$ cat config.mk
export PLATFORM = sky130hd
export DESIGN_NAME = burst_dma_slip_tracker
export DESIGN_NICKNAME = d
export VERILOG_FILES = /design/src/rtl/core/bdst_pkg.sv /design/src/rtl/core/bdst_slip.sv /design/src/rtl/core/bdst_power.sv /design/src/rtl/core/bdst_load.sv /design/src/rtl/core/burst_dma_slip_tracker.sv
export SDC_FILE = /design/constraint.sdc
export NUM_CORES = 1
export LEC_CHECK = 0
export BUFFER_PORTS_ARGS = -buffer_cell sky130_fd_sc_hd__buf_2
export CORE_ASPECT_RATIO = 1.4
export CORE_MARGIN = 5
export CORE_UTILIZATION = 30
export DETAILED_ROUTE_END_ITERATION = 8
export GPL_TIMING_DRIVEN = 0
export HOLD_SLACK_MARGIN = 0.03
export PLACE_DENSITY = 0.54
export SYNTH_ARGS = -nofsm -noshare
export SYNTH_HDL_FRONTEND = slang
export SYNTH_SLANG_ARGS = --single-unit
$ cat constraint.sdc
create_clock -name clk_i -period 8.5 [get_ports clk_i]
set_input_delay 1.275 -clock clk_i [delete_from_list [all_inputs] [get_ports clk_i]]
set_output_delay 1.275 -clock clk_i [all_outputs]
set_load 0.05 [all_outputs]
$ cat src/rtl/core/bdst_pkg.sv
// ----------------------------------------------------------------------------
// bdst_pkg
// shared constants, register codes and types of the burst dma slip tracker
// ----------------------------------------------------------------------------
package bdst_pkg;

  localparam int LockoutBurstsDef = 8;
  localparam int BaseLengthDef    = 312;

  localparam int LockW  = 4;
  localparam int CntW   = 32;
  localparam int LenW   = 13;
  localparam int PwrW   = 16;
  localparam int DevW   = 16;
  localparam int TrimW  = 8;
  localparam int LoadW  = 16;
  localparam int PeakW  = 7;
  localparam int CfgIdxW = 2;

  // arming and deviation
  localparam logic [31:0]            ArmDiff  = 32'd12;
  localparam logic [DevW-1:0]        RefStep  = 16'd12;
  localparam logic signed [DevW-1:0] DevLimit = 16'sd12;

  // correction (d*1365+4)>>14
  localparam int CorrW = 28;
  localparam logic signed [CorrW-1:0] CorrMul = 28'sd1365;
  localparam logic signed [CorrW-1:0] CorrRnd = 28'sd4;
  localparam int CorrShift = 14;
  localparam int CorrOutW  = CorrW - CorrShift;

  // load percentage: floor(diff*100/312) as (diff*336100)>>20 for diff <= 315
  localparam logic [LoadW-1:0] LoadDiffMax = 16'd315;
  localparam int               PctDiffW    = 9;
  localparam logic [18:0]      PctMul      = 19'd336100;
  localparam int               PctShift    = 20;
  localparam int               PctProdW    = 28;

  // register codes
  localparam logic [CfgIdxW-1:0] CfgBasePower = 2'd0;
  localparam logic [CfgIdxW-1:0] CfgPowerMin  = 2'd1;
  localparam logic [CfgIdxW-1:0] CfgPowerMax  = 2'd2;

  localparam logic signed [PwrW-1:0] BasePowerRst = 16'sd0;
  localparam logic signed [PwrW-1:0] PowerMinRst  = 16'sd0;
  localparam logic signed [PwrW-1:0] PowerMaxRst  = 16'sd4095;

  typedef struct packed {
    logic                   slip_seen;
    logic signed [DevW-1:0] deviation;
    logic [CntW-1:0]        total;
    logic signed [LenW-1:0] length;
  } slip_res_t;

endpackage

$ cat src/rtl/core/bdst_slip.sv
// ----------------------------------------------------------------------------
// bdst_slip
// arming, even/odd reference, slip detection with lockout and dma length
// ----------------------------------------------------------------------------
module bdst_slip import bdst_pkg::*; #(
  parameter int LOCKOUT_BURSTS = LockoutBurstsDef,
  parameter int BASE_LENGTH    = BaseLengthDef
) (
  input  logic                    clk_i,
  input  logic                    rst_ni,
  input  logic                    step_i,
  input  logic [31:0]             offset_count_i,
  input  logic [31:0]             sync_count_i,
  input  logic signed [TrimW-1:0] length_trim_i,
  output slip_res_t               res_o
);

  logic                     locked_q, locked_d;
  logic                     phase_q, phase_d;
  logic [LockW-1:0]         lockout_q, lockout_d;
  logic [CntW-1:0]          cnt_q, cnt_d;
  logic                     long_q, long_d;

  logic [31:0]              diff_raw;
  logic                     arm_hit;
  logic signed [DevW-1:0]   dev;
  logic                     big;
  logic                     slip;
  logic signed [CorrW-1:0]  prod;
  logic signed [CorrW-1:0]  corr_sum;
  logic signed [CorrOutW-1:0] corr;
  logic [15:0]              len_sum;

  assign diff_raw = offset_count_i - sync_count_i;
  assign arm_hit  = (diff_raw == ArmDiff);
  assign dev      = $signed(diff_raw[DevW-1:0] - (phase_q ? RefStep : '0));
  assign big      = (dev >= DevLimit) || (dev <= -DevLimit);
  assign slip     = locked_q && big && (lockout_q == '0);

  assign prod     = $signed({{(CorrW-DevW){dev[DevW-1]}}, dev}) * CorrMul;
  assign corr_sum = prod + CorrRnd;
  assign corr     = slip ? corr_sum[CorrW-1:CorrShift] : '0;

  assign long_d   = ~long_q;
  assign len_sum  = 16'(BASE_LENGTH) + {15'd0, long_d}
                  + {{(16-TrimW){length_trim_i[TrimW-1]}}, length_trim_i}
                  + {{(16-CorrOutW){corr[CorrOutW-1]}}, corr};

  always_comb begin
    locked_d  = locked_q;
    phase_d   = phase_q;
    lockout_d = lockout_q;
    if (!locked_q) begin
      if (arm_hit) begin
        locked_d = 1'b1;
        phase_d  = 1'b0;
      end
    end else begin
      phase_d = ~phase_q;
      if (slip) begin
        lockout_d = LockW'(LOCKOUT_BURSTS);
      end else if (big) begin
        lockout_d = lockout_q - LockW'(1);
      end
    end
  end

  assign cnt_d = cnt_q + {{(CntW-1){1'b0}}, slip};

  assign res_o.slip_seen = slip;
  assign res_o.deviation = slip ? dev : '0;
  assign res_o.total     = cnt_d;
  assign res_o.length    = $signed(len_sum[LenW-1:0]);

  always_ff @(posedge clk_i or negedge rst_ni) begin
    if (!rst_ni) begin
      locked_q  <= 1'b0;
      phase_q   <= 1'b0;
      lockout_q <= '0;
      cnt_q     <= '0;
      long_q    <= 1'b0;
    end else if (step_i) begin
      locked_q  <= locked_d;
      phase_q   <= phase_d;
      lockout_q <= lockout_d;
      cnt_q     <= cnt_d;
      long_q    <= long_d;
    end
  end

  a_lockout_needs_lock: assert property (@(posedge clk_i) disable iff (!rst_ni)
    (lockout_q != '0) |-> locked_q)
    else $error("lockout running while not armed");

  a_slip_loads_lockout: assert property (@(posedge clk_i) disable iff (!rst_ni)
    (step_i && slip) |=> (lockout_q == LockW'(LOCKOUT_BURSTS)))
    else $error("lockout not reloaded after slip");

  a_slip_counts: assert property (@(posedge clk_i) disable iff (!rst_ni)
    (step_i && slip) |=> (cnt_q == $past(cnt_q) + CntW'(1)))
    else $error("slip counter did not advance");

  a_idle_holds: assert property (@(posedge clk_i) disable iff (!rst_ni)
    !step_i |=> ($stable(lockout_q) && $stable(long_q) && $stable(phase_q)))
    else $error("tracker state moved without a word");

endmodule

$ cat src/rtl/core/bdst_power.sv
// ----------------------------------------------------------------------------
// bdst_power
// power control registers and clamped downlink power value
// ----------------------------------------------------------------------------
module bdst_power import bdst_pkg::*; (
  input  logic                   clk_i,
  input  logic                   rst_ni,
  input  logic                   cfg_we_i,
  input  logic [CfgIdxW-1:0]     cfg_index_i,
  input  logic [PwrW-1:0]        cfg_data_i,
  input  logic signed [PwrW-1:0] temp_delta_i,
  output logic signed [PwrW-1:0] dl_power_o
);

  logic signed [PwrW-1:0] base_q, min_q, max_q;
  logic signed [PwrW-1:0] sum;

  always_ff @(posedge clk_i or negedge rst_ni) begin
    if (!rst_ni) begin
      base_q <= BasePowerRst;
      min_q  <= PowerMinRst;
      max_q  <= PowerMaxRst;
    end else if (cfg_we_i) begin
      case (cfg_index_i)
        CfgBasePower: base_q <= $signed(cfg_data_i);
        CfgPowerMin:  min_q  <= $signed(cfg_data_i);
        CfgPowerMax:  max_q  <= $signed(cfg_data_i);
        default: ;
      endcase
    end
  end

  assign sum = base_q + temp_delta_i;

  always_comb begin
    if (sum > max_q) begin
      dl_power_o = max_q;
    end else if (sum < min_q) begin
      dl_power_o = min_q;
    end else begin
      dl_power_o = sum;
    end
  end

endmodule

$ cat src/rtl/core/bdst_load.sv
// ----------------------------------------------------------------------------
// bdst_load
// cpu load percentage from transfer counter readings and its running peak
// ----------------------------------------------------------------------------
module bdst_load import bdst_pkg::*; (
  input  logic             clk_i,
  input  logic             rst_ni,
  input  logic             step_i,
  input  logic [LoadW-1:0] load_start_i,
  input  logic [LoadW-1:0] load_end_i,
  output logic [PeakW-1:0] peak_o
);

  logic [PeakW-1:0]    peak_q, peak_d;
  logic [LoadW-1:0]    diff;
  logic                in_range;
  logic [PctProdW-1:0] prod;
  logic [PeakW-1:0]    pct;

  assign diff     = load_start_i - load_end_i;
  assign in_range = (load_start_i >= load_end_i) && (diff <= LoadDiffMax);
  assign prod     = PctProdW'(diff[PctDiffW-1:0]) * PctProdW'(PctMul);
  assign pct      = prod[PctShift+PeakW-1:PctShift];
  assign peak_d   = (in_range && (pct > peak_q)) ? pct : peak_q;
  assign peak_o   = peak_d;

  always_ff @(posedge clk_i or negedge rst_ni) begin
    if (!rst_ni) begin
      peak_q <= '0;
    end else if (step_i) begin
      peak_q <= peak_d;
    end
  end

endmodule

$ cat src/rtl/core/burst_dma_slip_tracker.sv
// ----------------------------------------------------------------------------
// burst_dma_slip_tracker
// burst tick slip tracker, dma length, downlink power and peak load
// ----------------------------------------------------------------------------
// One input word per burst tick gives one result word. A word is captured in
// an input register and its result is formed in a single pass into the
// output register, so a new word is taken every cycle while the output is not
// stalled; out_valid_o rises as the word moves into the output register. The
// tracker state (arming, phase, lockout, slip count, length toggle, load
// peak) is updated at that same move, and the input register can take one
// more word while a finished result waits on out_stall_i. Configuration
// writes are always ready and take effect for words processed afterwards.
// ----------------------------------------------------------------------------
module burst_dma_slip_tracker import bdst_pkg::*; #(
  parameter int LOCKOUT_BURSTS = LockoutBurstsDef,
  parameter int BASE_LENGTH    = BaseLengthDef
) (
  input  logic                    clk_i,
  input  logic                    rst_ni,

  input  logic                    cfg_valid_i,
  output logic                    cfg_ready_o,
  input  logic [CfgIdxW-1:0]      cfg_index_i,
  input  logic [PwrW-1:0]         cfg_data_i,

  input  logic                    in_valid_i,
  output logic                    in_stall_o,
  input  logic [31:0]             offset_count_i,
  input  logic [31:0]             sync_count_i,
  input  logic signed [TrimW-1:0] length_trim_i,
  input  logic signed [PwrW-1:0]  temp_delta_i,
  input  logic [LoadW-1:0]        load_start_i,
  input  logic [LoadW-1:0]        load_end_i,

  output logic                    out_valid_o,
  input  logic                    out_stall_i,
  output logic signed [LenW-1:0]  dma_length_o,
  output logic signed [PwrW-1:0]  dl_power_o,
  output logic                    slip_seen_o,
  output logic signed [DevW-1:0]  slip_deviation_o,
  output logic [CntW-1:0]         slip_total_o,
  output logic [PeakW-1:0]        peak_load_o
);

  logic                    s1_valid_q, s1_valid_d;
  logic [31:0]             offset_q, sync_q;
  logic signed [TrimW-1:0] trim_q;
  logic signed [PwrW-1:0]  tdelta_q;
  logic [LoadW-1:0]        lstart_q, lend_q;

  logic                    out_valid_q, out_valid_d;
  logic signed [LenW-1:0]  len_q;
  logic signed [PwrW-1:0]  pwr_q;
  logic                    slip_q;
  logic signed [DevW-1:0]  dev_q;
  logic [CntW-1:0]         total_q;
  logic [PeakW-1:0]        peak_q;

  logic                    adv;
  logic                    step;
  logic                    in_take;
  slip_res_t               slip_res;
  logic signed [PwrW-1:0]  pwr;
  logic [PeakW-1:0]        peak;

  assign cfg_ready_o = 1'b1;

  assign adv        = !out_valid_q || !out_stall_i;
  assign step       = s1_valid_q && adv;
  assign in_stall_o = s1_valid_q && !adv;
  assign in_take    = in_valid_i && !in_stall_o;

  assign s1_valid_d  = in_take ? 1'b1 : (step ? 1'b0 : s1_valid_q);
  assign out_valid_d = adv ? s1_valid_q : out_valid_q;

  always_ff @(posedge clk_i or negedge rst_ni) begin
    if (!rst_ni) begin
      s1_valid_q  <= 1'b0;
      out_valid_q <= 1'b0;
    end else begin
      s1_valid_q  <= s1_valid_d;
      out_valid_q <= out_valid_d;
    end
  end

  always_ff @(posedge clk_i) begin
    if (in_take) begin
      offset_q <= offset_count_i;
      sync_q   <= sync_count_i;
      trim_q   <= length_trim_i;
      tdelta_q <= temp_delta_i;
      lstart_q <= load_start_i;
      lend_q   <= load_end_i;
    end
  end

  bdst_slip #(
    .LOCKOUT_BURSTS (LOCKOUT_BURSTS),
    .BASE_LENGTH    (BASE_LENGTH)
  ) u_slip (
    .clk_i          (clk_i),
    .rst_ni         (rst_ni),
    .step_i         (step),
    .offset_count_i (offset_q),
    .sync_count_i   (sync_q),
    .length_trim_i  (trim_q),
    .res_o          (slip_res)
  );

  bdst_power u_power (
    .clk_i        (clk_i),
    .rst_ni       (rst_ni),
    .cfg_we_i     (cfg_valid_i && cfg_ready_o),
    .cfg_index_i  (cfg_index_i),
    .cfg_data_i   (cfg_data_i),
    .temp_delta_i (tdelta_q),
    .dl_power_o   (pwr)
  );

  bdst_load u_load (
    .clk_i        (clk_i),
    .rst_ni       (rst_ni),
    .step_i       (step),
    .load_start_i (lstart_q),
    .load_end_i   (lend_q),
    .peak_o       (peak)
  );

  always_ff @(posedge clk_i) begin
    if (step) begin
      len_q   <= slip_res.length;
      pwr_q   <= pwr;
      slip_q  <= slip_res.slip_seen;
      dev_q   <= slip_res.deviation;
      total_q <= slip_res.total;
      peak_q  <= peak;
    end
  end

  assign out_valid_o      = out_valid_q;
  assign dma_length_o     = len_q;
  assign dl_power_o       = pwr_q;
  assign slip_seen_o      = slip_q;
  assign slip_deviation_o = dev_q;
  assign slip_total_o     = total_q;
  assign peak_load_o      = peak_q;

endmodule

; After elaboration in Yosys (flattened, before gate mapping)
; Cells that the tools add are included.
[classes]
n_bitwise = 2
n_lt_le_gt_ge = 7
eq_ne = 3
addsub = 10
multipliers = 2
n_mux = 13
reduce_logical = 23
[op_table]
columns = cell, count
row1 = 32-bit by 1-bit adder with 32-bit output, 1
row2 = "32-bit by 4-bit equality test with 1-bit output, second input constant", 1
row3 = 16-bit two-way mux, 2
row4 = 32-bit subtractor, 1
row5 = "27-bit by 4-bit adder with 27-bit output, second input constant", 1
row6 = "16-bit by 12-bit multiplier with 27-bit output, second input constant", 1
row7 = "9-bit by 17-bit multiplier with 25-bit output, second input constant", 1
row8 = 16-bit adder, 1
row9 = 16-bit >= comparator, 1
row10 = "16-bit by 5-bit >= comparator with 1-bit output, second input constant", 1
row11 = 16-bit > comparator, 1
row12 = "16-bit by 5-bit <= comparator with 1-bit output, second input constant", 1
row13 = "16-bit by 9-bit <= comparator with 1-bit output, second input constant", 1
row14 = 16-bit < comparator, 1
row15 = 16-bit subtractor, 1
row16 = 16-bit by 4-bit subtractor with 16-bit output, 1
row17 = 13-bit adder, 1
row18 = 13-bit two-way mux, 1
row19 = 11-bit by 8-bit adder with 12-bit output, 1
row20 = 4-bit two-way mux, 3
row21 = "9-bit by 1-bit adder with 10-bit output, first input constant", 1
row22 = 2-bit AND reduction, 4
row23 = 7-bit > comparator, 1
row24 = 1-bit logical AND, 7
row25 = other kinds (12), 24
[word_totals]
word_cells = 83
register_bits = 301
output_inout_bits = 88

; Logic depth before layout (Yosys ltp)
[depth]
ltp_word = 8
mapped_depth = 43

; By module
; A second synthesis with hierarchy kept.
[unflattened]
cells_unflattened = 1896
area_unflattened_um2 = 21463.1
[modules_own_cells]
columns = module, area_each_um2, cells_each, instances
row1 = bdst_slip, 8335.5, 972, 1
row2 = burst_dma_slip_tracker, 6259.8, 215, 1
row3 = bdst_power, 3641.0, 346, 1
row4 = bdst_load, 3226.8, 363, 1

; Worst setup path before layout
; Ideal clock, no wire load.
[synth_timing]
path_kind = reg-to-reg
from = reg offset_q[0]
to = reg len_q[12] (netlist: dma_length_o[12]), data pin
setup_ns = 0.254
period_less_slack_ns = 8.902
t_arrival_ns = 8.647
setup_slack_ns = -0.402
stages_incl_launch_ff = 41
required_ns = 8.246
path_cell_list = edfxtp_1 inv_1 ha_1 inv_1 fa_1 a21o_1 a2111oi_0 nor3_1 a211oi_2 inv_1 or4b_1 xor2_1 inv_1 ha_1 inv_1 fa_1 inv_1 fa_1 [5 not listed] a221o_1 a21oi_1 nor2b_1 nor2_1 nor2b_1 nor3_1 a2111oi_4 ha_1 o21ai_0 a21boi_0 o21ai_0 a21boi_0 o41a_1 o211ai_1 a221oi_1 nand2_1 xnor2_1 nor2_1
[synth_rtl]
columns = element, line
row1 = "start, declared", burst_dma_slip_tracker.sv:46  ; logic [31:0] offset_q, sync_q;
row2 = "start signal, assigned", burst_dma_slip_tracker.sv:88  ; offset_q <= offset_count_i;
row3 = "end signal, assigned", burst_dma_slip_tracker.sv:131  ; len_q <= slip_res.length;
row4 = "end, declared", burst_dma_slip_tracker.sv:52  ; logic signed [LenW-1:0] len_q;

==> metrics.md <==
| Metric | Value |
|---|---|
| Final setup fails | `3` |
| R2r startpoint | `offset_q[0]$_DFFE_PP_` |
| Unique cell type count in the Yosys netlist | `79` |
| Initial antenna violation count | `1` |
| Die width | `235 µm` |
| Most frequent CP cell | `inv_2` |
| Final non-filler cell total | `3,229` |
| Async SR Flop Fraction | `31.9%` |
| CTS sink count | `301` |
| Gr ovfl total | `0` |
| Die area | `76,200 µm²` |
| Area of the multi-input gates | `11,900 µm²` |
| Synth Flop Type | `edfxtp_1` |
| Critical path type | `reg -> reg` |
| Yosys warnings | `0` |
| Layout cells sized above 1 | `23.6%` |
| Post-DP HPWL | `42.2 mm` |
| Hold Slack | `490 ps` |
| Startpoint type of the worst setup path | `register` |
| Psw | `0.00519 W` |
| Drt via density | `4.62` |
| CP Launch Point | `offset_q[0]$_DFFE_PP_` |
| Post-layout min period | `8760 ps` |
| Mapped Area | `21,200 µm²` |
| Internal power | `0.00605 W` |
| CTS buffer count | `36` |
| Max incr delay on CP | `570 ps` |
| Hold_sp | `u_slip.cnt_q[0]$_DFFE_PN0P_` |
| Global-route wire length before repair | `85.2 mm` |
| Outcome | `finished, violations left` |
| CTS tree | `built` |
| Nets | `2,764` |
| Initial Util | `30.2%` |
| Total Routing Usage GR | `13.8%` |
| EDFF count, synth | `205` |
| Worst slew pin tran | `1430 ps` |
| Post-Syn Area per Cell | `11.0 µm²` |
| Sequential Power Share | `16.4%` |
| Cell family with most CP delay | `adder cells` |
| Cells after Synth | `1,937` |
| Reg area | `8570 µm²` |
| Slew Limit Fails | `0` |
| Routability cong. | `0.862` |
| IO buf count | `229` |
| Worst clock skew | `28.2 ps` |
| Drt drc | `0` |
| Layout area overhead | `22.7%` |
| Clock slew at reported path FFs | `50 ps` |
| Static Leak | `12.2 nW` |
| Worst min path class | `reg -> reg` |
| Router iterations before antenna repair | `5` |
| Average wire per standard cell | `16.5 µm` |
| Peak supply drop | `0.485 mV` |
| Final WS setup | `-261 ps` |
| Sw Share | `46.2%` |
| Final Cycle Share | `103%` |
| Root Driver | `clkbuf_16` |
| Core ar. | `70,200 µm²` |
| Comb power frac | `69.0%` |
| Dpl cells | `3,108` |
| Worst Path Buf+Inv | `7` |
| Max-Cap Viols | `1` |
| CTS Buffer Depth | `3` |
| Largest net degree at the start of global routing | `64` |
| Slew margin rel. | `2.43%` |
| Fillers | `7,010` |
| Row Count | `115` |
| Die Span Y | `325 µm` |
| Io pins | `231` |
| Pre-CTS WS | `-1530 ps` |
| Vias in the first global route | `16,012` |
| Post-route ant nets | `0` |
| Slowest CP cell | `or4b_4` |
| Violated checks | `capacitance limit, setup timing` |
| Setup crit end kind | `register` |
| Peak Freq | `114 MHz` |
| Final Hold Vio Count | `0` |
| Vias | `14,915` |
| Routed wire length | `53.3 mm` |
| Hold buffers post-CTS | `0` |
| Pwr dens | `432 nW/µm²` |
| Setup TNS | `-308 ps` |
| Part of the power in the clock network | `14.6%` |
| Maximum fanout along the worst path | `4` |
| H-tree depth | `2` |
| Sequential area share after synthesis | `40.4%` |
| CP Data Required Time | `8810 ps` |
| Critical path arrival | `9070 ps` |
| DR iter-0 viols | `557` |
| Clk Latency, worst-skew pair | `580 ps` |
| Synthesized flop and latch total | `301` |
| RSZ-0062 raised after global routing | `yes` |
| Syn_nets | `2,436` |
[area by class of cell]
class / instances / area share [%]
diodes: 1 / 0.00961
plain buffers: 25 / 0.452
clock buffers: 42 / 3.67
clock inverters: 23 / 1.13
inverters: 335 / 4.83
multi-input cells: 1274 / 45.8
flip-flops and latches: 301 / 32.9
well taps: 936 / 4.50
repair buffers: 292 / 6.69
[power groups by stage]
| stage | Clock (W) | Sequential (W) | Combinational (W) |
|---|---|---|---|
| 6_report | 0.00164 | 0.00185 | 0.00776 |
| 5_1_grt | 0.00175 | 0.00186 | 0.00889 |
| 4_1_cts | 0.00171 | 0.00185 | 0.00757 |
| 3_5_place_dp | 0 | 0.00188 | 0.00722 |
| 3_3_place_gp | 0 | 0.00189 | 0.00707 |
| 2_1_floorplan | 0 | 0.00207 | 0.00536 |
[through the flow]
stage	cell area, µm²	util (%)	total power (W)
floorplan	21200	-	0.00743
global placement	23600	33.5	0.00896
detailed placement	23700	33.8	0.00910
CTS	25600	36.5	0.0111
global route	26000	37.1	0.0125
finish	26000	37.1	0.0112
[worst min-delay path, cell delays in order, from the launching register on]
cell	delay, ps
dfrtp_1	350
nand2_1	50
nand2_1	60
[state kept, by name, indices dropped and copies added (netlist names), 4 cells and up]
name              flops
dl_power_o           16
dma_length_o         13
lend_q               16
lstart_q             16
offset_q             32
peak_load_o           7
slip_deviation_o     16
slip_total_o         32
sync_q               32
tdelta_q             16
trim_q                8
u_load.peak_q         7
u_power.base_q       16
u_power.max_q        16
u_power.min_q        16
u_slip.cnt_q         32
u_slip.lockout_q      4
[routing by layer]
metal | track usage, % | vias up | part of all wire [%]
li1 | - | 7347 | -
met1 | 15.9 | 7193 | 40
met2 | 25.1 | 290 | 51
met3 | 2.63 | 85 | 4.4
met4 | 5.42 | 0 | 3.9
met5 | 0 | - | 0
[Yosys cell counts, drive strengths merged, types with 36 or more instances]
library cell | instances | share of area, %
a21o | 40 | 1.4
a21oi | 73 | 1.8
dfrtp | 84 | 9.9
edfxtp | 205 | 29
fa | 82 | 7.7
ha | 274 | 16
inv | 335 | 5.9
mux2 | 62 | 3.3
mux2i | 36 | 1.7
nand2 | 92 | 1.6
nor2 | 94 | 1.7
o21ai | 62 | 1.5
xnor2 | 78 | 3.2
xor2 | 65 | 2.7
[repair_timing]
| action | 4_1_cts | 5_1_grt |
|---|---|---|
| pin swaps | 51 | 55 |
| buffers inserted | 40 | 24 |
| gates resized for setup | 74 | 53 |
| hold endpoints to repair | 0 | 0 |
| endpoints found under the setup margin | 41 | 34 |
[layout by cell type, fill, tap and decap left out, drive strengths merged, types with 10 or more instances in the layout]
cell type | netlist | routed
mux2i | 36 | 36
fa | 82 | 82
and3 | 20 | 20
nor2 | 94 | 94
xnor2 | 78 | 78
nand3 | 34 | 34
nor3 | 28 | 28
nand4 | 17 | 17
o21ai | 62 | 62
xor2 | 65 | 65
inv | 335 | 338
o211ai | 10 | 10
buf | 8 | 300
dfstp | 12 | 12
dfrtp | 84 | 84
nor2b | 23 | 23
a21oi | 73 | 73
mux2 | 62 | 62
edfxtp | 205 | 205
ha | 274 | 274
a31oi | 10 | 10
clkbuf | 19 | 59
a21o | 40 | 40
and2 | 10 | 10
nand2 | 92 | 92
o21a | 18 | 18
nand2b | 20 | 20
[final timing paths]
check	end	slack [ps]	depth (start not counted)
min in group asynchronous	u_power.base_q[12]$_DFFE_PN0P_	650	1
worst max register to register	dma_length_o[12]$_DFFE_PP_	-260	38
worst max-delay path	dma_length_o[12]$_DFFE_PP_	-260	38
worst min-delay path	u_slip.cnt_q[0]$_DFFE_PN0P_	490	2
worst min register to register	u_slip.cnt_q[0]$_DFFE_PN0P_	490	2
max in group asynchronous	u_power.max_q[4]$_DFFE_PN1P_	7100	2
[cells by family after synthesis]
family                   share of synthesized area [%]
AND/OR/NAND/NOR                                   8.97
buffers and inverters                             6.50
adder cells (fa/ha/maj)                           23.9
flip-flops                                        40.4
AO/OA/AOI/OAI                                     9.32
XOR/XNOR                                          5.90
multiplexers                                      4.99
other                                           0.0177
Note: power is estimated with default switching activity, not from simulation.
